`config.mk`:
```
export PLATFORM = sky130hd
export DESIGN_NAME = ctf_sincos
export DESIGN_NICKNAME = d
export VERILOG_FILES = /design/src/hw/rtl/cylinder_face_tessellator_assert.svh /design/src/hw/rtl/ctf_pkg.sv /design/src/hw/rtl/ctf_sincos.sv
export SDC_FILE = /design/constraint.sdc
export NUM_CORES = 2
export LEC_CHECK = 0
export BUFFER_PORTS_ARGS = -buffer_cell sky130_fd_sc_hd__buf_2
export CORE_MARGIN = 2
export CORE_UTILIZATION = 45
export CTS_CLUSTER_SIZE = 12
export DETAILED_ROUTE_END_ITERATION = 6
export HOLD_SLACK_MARGIN = 0.1
export MAX_ROUTING_LAYER = met4
export PLACE_DENSITY = 0.69
export SLEW_MARGIN = 20
export SYNTH_ARGS = -nofsm -noshare
export SYNTH_HDL_FRONTEND = slang
export SYNTH_SLANG_ARGS = --single-unit
```
`constraint.sdc`:
```
create_clock -name clk -period 12.2 [get_ports clk]
set_clock_uncertainty 0.05 [all_clocks]
set_input_delay 2.44 -clock clk [delete_from_list [all_inputs] [get_ports clk]]
set_output_delay 2.44 -clock clk [all_outputs]
set_load 0.01 [all_outputs]
```
`src/hw/rtl/cylinder_face_tessellator_assert.svh`:
```
// ----------------------------------------------------------------------------
// cylinder_face_tessellator_assert.svh
// assertion macros for the tessellator top module
// ----------------------------------------------------------------------------
`ifndef CYLINDER_FACE_TESSELLATOR_ASSERT_SVH
`define CYLINDER_FACE_TESSELLATOR_ASSERT_SVH
`ifndef SYNTH
// checked outside reset
`define CFT_ASSERT(lbl, prop, msg) \
  lbl: assert property (@(posedge clk) disable iff (!rst_n) prop) else $error(msg);
// checked on every edge, reset included
`define CFT_ASSERT_ALWAYS(lbl, prop, msg) \
  lbl: assert property (@(posedge clk) prop) else $error(msg);
`else
`define CFT_ASSERT(lbl, prop, msg)
`define CFT_ASSERT_ALWAYS(lbl, prop, msg)
`endif
`endif

```
`src/hw/rtl/ctf_pkg.sv`:
```
// ----------------------------------------------------------------------------
// ctf_pkg
// shared types, constants and helpers of the cylinder face tessellator
// ----------------------------------------------------------------------------
package ctf_pkg;

  localparam int MAX_FACES_DEF    = 64;
  localparam int SINE_ENTRIES_DEF = 1024;
  localparam int COORD_BITS_DEF   = 16;

  localparam int LANE_W = 16;
  localparam int PACK_W = 48;
  localparam int FC_W   = 7;
  localparam int IDX_W  = 3;
  localparam int ACC_W  = 40;
  localparam int TRIG_W = 19;
  localparam int T_W    = 20;
  localparam int ARG_W  = 17;

  localparam logic signed [23:0] COEF_A1 = 24'sd102944;
  localparam logic signed [23:0] COEF_A3 = -24'sd42334;
  localparam logic signed [23:0] COEF_A5 = 24'sd5233;
  localparam logic signed [23:0] COEF_A7 = -24'sd307;

  localparam logic [FC_W-1:0] FACE_COUNT_RST = 7'd30;

  typedef logic signed [LANE_W-1:0] coord_t;
  // x in the low lane, z in the high lane
  typedef coord_t [2:0] vec_t;

  typedef enum logic [IDX_W-1:0] {
    REG_CENTRE     = 3'd0,
    REG_RADIAL_A   = 3'd1,
    REG_RADIAL_B   = 3'd2,
    REG_AXIS       = 3'd3,
    REG_FACE_COUNT = 3'd4
  } cfg_reg_t;

  typedef enum logic [1:0] {
    TRI_SIDE_LO = 2'd0,
    TRI_SIDE_HI = 2'd1,
    TRI_BOT_FAN = 2'd2,
    TRI_TOP_FAN = 2'd3
  } tri_kind_t;

  typedef struct packed {
    vec_t      a;
    vec_t      b;
    vec_t      c;
    tri_kind_t kind;
    logic      last;
  } tri_t;

  // q16 scale-down with truncation toward zero
  function automatic logic signed [23:0] q16_trunc(input logic signed [39:0] v);
    logic signed [39:0] b;
    b = v + (v[39] ? 40'sd65535 : 40'sd0);
    return 24'(b >>> 16);
  endfunction

endpackage

```
`src/hw/rtl/ctf_sincos.sv`:
```
// ----------------------------------------------------------------------------
// ctf_sincos
// sine and cosine of a table phase by an odd quarter-wave polynomial
// ----------------------------------------------------------------------------
module ctf_sincos #(
  parameter int SINE_ENTRIES = ctf_pkg::SINE_ENTRIES_DEF
) (
  input  logic                                   clk,
  input  logic                                   en,
  input  logic [$clog2(SINE_ENTRIES)-1:0]        phase,
  output logic signed [ctf_pkg::TRIG_W-1:0]      sn,
  output logic signed [ctf_pkg::TRIG_W-1:0]      cs
);

  localparam int LOG_SE = $clog2(SINE_ENTRIES);
  localparam int AW     = ctf_pkg::ARG_W;
  localparam int TW     = ctf_pkg::T_W;
  localparam int FW     = ctf_pkg::TRIG_W;

  logic [1:0]              quad;
  logic [15:0]             frac;
  logic [AW-1:0]           arg_c [2];
  logic [AW-1:0]           x2_c  [2];
  logic [2*AW-1:0]         sq    [2];
  logic signed [39:0]      m0 [2];
  logic signed [39:0]      m1 [2];
  logic signed [39:0]      m2 [2];
  logic signed [39:0]      m3 [2];

  logic [AW-1:0]           arg_r [4][2];
  logic [AW-1:0]           x2_r  [3][2];
  logic signed [TW-1:0]    t_r   [3][2];
  logic signed [FW-1:0]    f_r   [2];
  logic [1:0]              q_r   [5];
  logic signed [FW-1:0]    sn_r;
  logic signed [FW-1:0]    cs_r;
  logic signed [FW-1:0]    sn_nxt;
  logic signed [FW-1:0]    cs_nxt;
  logic [1:0]              qc;

  // quadrant from the top phase bits, q16 fraction from the rest
  assign quad = phase[LOG_SE-1 -: 2];
  assign frac = 16'(phase[LOG_SE-3:0]) << (18 - LOG_SE);

  always_comb begin
    arg_c[0] = AW'(frac);
    arg_c[1] = AW'(17'd65536 - AW'(frac));
    for (int j = 0; j < 2; j++) begin
      sq[j]   = arg_c[j] * arg_c[j];
      x2_c[j] = sq[j][AW+15:16];
      m0[j]   = 40'(ctf_pkg::COEF_A7) * $signed({1'b0, x2_r[0][j]});
      m1[j]   = 40'(t_r[0][j]) * $signed({1'b0, x2_r[1][j]});
      m2[j]   = 40'(t_r[1][j]) * $signed({1'b0, x2_r[2][j]});
      m3[j]   = 40'(t_r[2][j]) * $signed({1'b0, arg_r[3][j]});
    end
  end

  always_ff @(posedge clk) begin
    if (en) begin
      q_r[0] <= quad;
      for (int s = 1; s < 5; s++) begin
        q_r[s] <= q_r[s-1];
      end
      for (int j = 0; j < 2; j++) begin
        arg_r[0][j] <= arg_c[j];
        arg_r[1][j] <= arg_r[0][j];
        arg_r[2][j] <= arg_r[1][j];
        arg_r[3][j] <= arg_r[2][j];
        x2_r[0][j]  <= x2_c[j];
        x2_r[1][j]  <= x2_r[0][j];
        x2_r[2][j]  <= x2_r[1][j];
        t_r[0][j]   <= TW'(ctf_pkg::COEF_A5 + ctf_pkg::q16_trunc(m0[j]));
        t_r[1][j]   <= TW'(ctf_pkg::COEF_A3 + ctf_pkg::q16_trunc(m1[j]));
        t_r[2][j]   <= TW'(ctf_pkg::COEF_A1 + ctf_pkg::q16_trunc(m2[j]));
        f_r[j]      <= FW'(ctf_pkg::q16_trunc(m3[j]));
      end
      sn_r <= sn_nxt;
      cs_r <= cs_nxt;
    end
  end

  // odd quadrants mirror the fraction, the upper half negates
  always_comb begin
    qc     = q_r[4] + 2'd1;
    sn_nxt = q_r[4][0] ? f_r[1] : f_r[0];
    if (q_r[4][1]) begin
      sn_nxt = -sn_nxt;
    end
    cs_nxt = qc[0] ? f_r[1] : f_r[0];
    if (qc[1]) begin
      cs_nxt = -cs_nxt;
    end
  end

  assign sn = sn_r;
  assign cs = cs_r;

endmodule

```
==> metrics.yaml <==
status: "completed"
yosysWarnings: 0
rsz0062_at_grt: "no"
async_flop_share_pct: 0
drive_gt1_share_pct: 2.43
ios: 50
antenna_left: 0
fillers: 16400
hold_depth: 0
vias: 55700
grt_usage_pct: 20.5
first_pass_iters: 7
hold_buffers: 0
port_buffers: 49
ys_types: 103
path_max_fanout: 20
core_area_um2: 178000
clock_latency_ps: 630
timing.rr.end: "t_r[0][99]"
synth-seq-cells: 342
hp-start: "arg_r[1][32]"
overflow: 0
crit_path_end_kind: "flip-flop"
cp_data_arrival_time_ps: 11130
cts_resized: 0
cts_setup_buffers: 0
cp.required_ps: 12490
setup_viol: 0
critPathBufInv: 4
avgRoutedWirePerCell_um: 16.3
die_x_um: 427
fp.dieH_um: 427
path_common_cell: "fa_1"
ff2ff_setup_slack_ps: 1350
synth_seq_area_share_pct: 12.8
multi_input_area_um2: 62000
worst_path_max_delay_cell: "edfxtp_1"
grt_max_degree: 85
netlist_area_um2: 80500
timing.final.crit_period_ps: 10850
max_cap_viol_count: 0
antenna_found_initial: 8
synth_edf_count: 342
h-tree-depth: 2
gp_congestion: 0.913
fin_setup_tns_ps: 0
vias_per_cell: 5.18
hold_path.class: "flip-flop to flip-flop"
drc_errors: 0
hold_end: "arg_r[2][32]"
setup_ws_ps: 1350
cts_root_buffer: "clkbuf_16"
drtIter0Drc: 3063
start_util_pct: 45.2
syn_inst: 8515
critPathMaxStageDelay_ps: 660
critPathKind: "flip-flop to flip-flop"
cts_tree: "yes"
timing.slew.headroom_pct: 30.8
hold_viol: 0
period_share_pct: 88.9
final_core_utilization_pct: 47.4
cts_buffers: 42
maxSlewViolCount: 0
fmax_ghz: 0.0922
die_area_um2: 182000
synth_ff_type: "edfxtp_1"
critPathLaunchType: "flip-flop"
nets: 10800
rows: 155
synth_area_per_cell_um2: 9.46
cts_sinks: 342
r2r_start: "x2_r[0][74]"
routed_wl_mm: 175
hpwl_mm: 146
dp_slack_ps: 1450
worstMarginPinSlew_ps: 1030
area_delta_synth_final_pct: 4.76
regArea_um2: 10300
grt_pass1_wl_mm: 299
critPathTopFamily: "adder cells"
cts_buffer_depth: 3
cts.reportedPaths.clkPinSlew_ps: 70
reg2reg_depth: 35
first_global_vias: 59900
==> synthesized netlist by cell type (10+ instances only) <==
cell type	number	share of area, %
or3_1	28	0.22
o31a_1	13	0.14
nor3_1	100	0.62
o21ai_1	13	0.081
ha_1	1049	16
o21ai_0	120	0.75
fa_1	1374	34
a31o_2	11	0.12
o22ai_1	19	0.15
and4_1	15	0.16
o211a_1	11	0.14
mux2i_1	41	0.51
xnor2_1	268	2.9
a21oi_1	228	1.4
nor2b_1	44	0.34
a211o_1	12	0.13
clkbuf_1	238	1.1
o221ai_1	10	0.11
nor4_1	19	0.15
and2_1	857	6.7
o211ai_1	20	0.19
a21o_1	96	0.90
nor2_1	225	1.0
a21boi_0	10	0.093
nand3b_1	10	0.093
xor2_1	120	1.3
edfxtp_1	342	13
o31ai_1	15	0.14
inv_1	1935	9.0
o21a_1	43	0.40
nand2_1	750	3.5
o21bai_1	31	0.29
a211oi_1	27	0.25
or2_2	24	0.19
and3_1	41	0.32
nand3_1	77	0.48
nand2b_1	37	0.29
nand4_1	25	0.19
a31oi_1	36	0.28
==> per-layer routing <==
layer | global-route usage, % | part of all wire, % | up-vias
li1 | - | - | 26300
met1 | 26.9 | 45 | 28000
met2 | 34.5 | 49 | 1270
met3 | 2.21 | 5.0 | 211
met4 | 3.91 | 1.8 | 0
met5 | - | 0 | -
==> sequential cells by signal (all words and copies together), names as in the netlist <==
signal / cells
arg_r: 64
cs: 19
f_r: 38
q_r: 10
sn: 19
t_r: 108
x2_r: 84
==> how the worst max path moves through the flow <==
| stage | startpoint | endpoint | slack (ps) | depth (start not counted) |
|---|---|---|---|---|
| 2_1_floorplan | t_r[0][59] | t_r[0][99] | 2640 | 35 |
| 3_3_place_gp | x2_r[0][74] | t_r[0][99] | 1700 | 35 |
| 3_5_place_dp | t_r[0][59] | t_r[0][99] | 1450 | 34 |
| 4_1_cts | t_r[0][59] | t_r[0][99] | 1410 | 34 |
| 5_1_grt | t_r[0][59] | t_r[0][99] | 530 | 34 |
| 6_report | x2_r[0][74] | t_r[0][99] | 1350 | 35 |
==> cell families (layout without fill, tap and decap cells) <==
logic type | after synthesis | in the layout | synth area share, %
simple gates | 2292 | 2292 | 14.7
xor+xnor | 390 | 390 | 4.27
other cells | 2 | 14 | 0.00933
mux | 48 | 48 | 0.608
buf+inv | 2189 | 2077 | 10.2
flops | 342 | 342 | 12.8
fa+ha+maj | 2426 | 2426 | 50.5
compound gates | 826 | 826 | 6.94
==> cells in the final DEF, fill, tap and decap left out, drive strengths merged, types with 12 or more instances in the layout <==
master	synthesis	routed
a211o	12	12
a211oi	30	30
a21boi	13	13
a21o	96	96
a21oi	231	231
a31o	12	12
a31oi	37	37
and2	857	857
and3	41	41
and4	15	15
buf	12	67
clkbuf	239	46
clkinv	3	17
edfxtp	342	342
fa	1374	1374
ha	1049	1049
inv	1935	1938
mux2i	41	41
nand2	750	750
nand2b	37	37
nand3	77	77
nand4	25	25
nor2	225	225
nor2b	44	44
nor3	101	101
nor4	20	20
o211ai	20	20
o21a	43	43
o21ai	133	133
o21bai	32	32
o22ai	19	19
o311ai	12	12
o31a	13	13
o31ai	15	15
or2	26	26
or3	29	29
xnor2	269	269
xor2	120	120
==> final cells by class <==
cell class | count | area share, %
clock inverters | 26 | 0.383
flip-flops and latches | 342 | 12.2
inverters | 1938 | 8.63
repair buffers | 67 | 0.463
well taps | 2355 | 3.49
multi-input cells | 5989 | 73.5
diodes | 7 | 0.0208
clock buffers | 46 | 1.29
==> stage by stage <==
step                instance area, µm²  instances  hold slack, ps
finish                           84300      10800             355
global placement                 82900      10700             351
floorplan                        80500       8520             350
detailed placement               82900      10700             355
global route                     84300      10800             354
CTS                              84300      10800             351
Power is left out: the tool's default activity adds up to more than one toggle a clock period on the data nets, which glitch-free logic cannot reach.
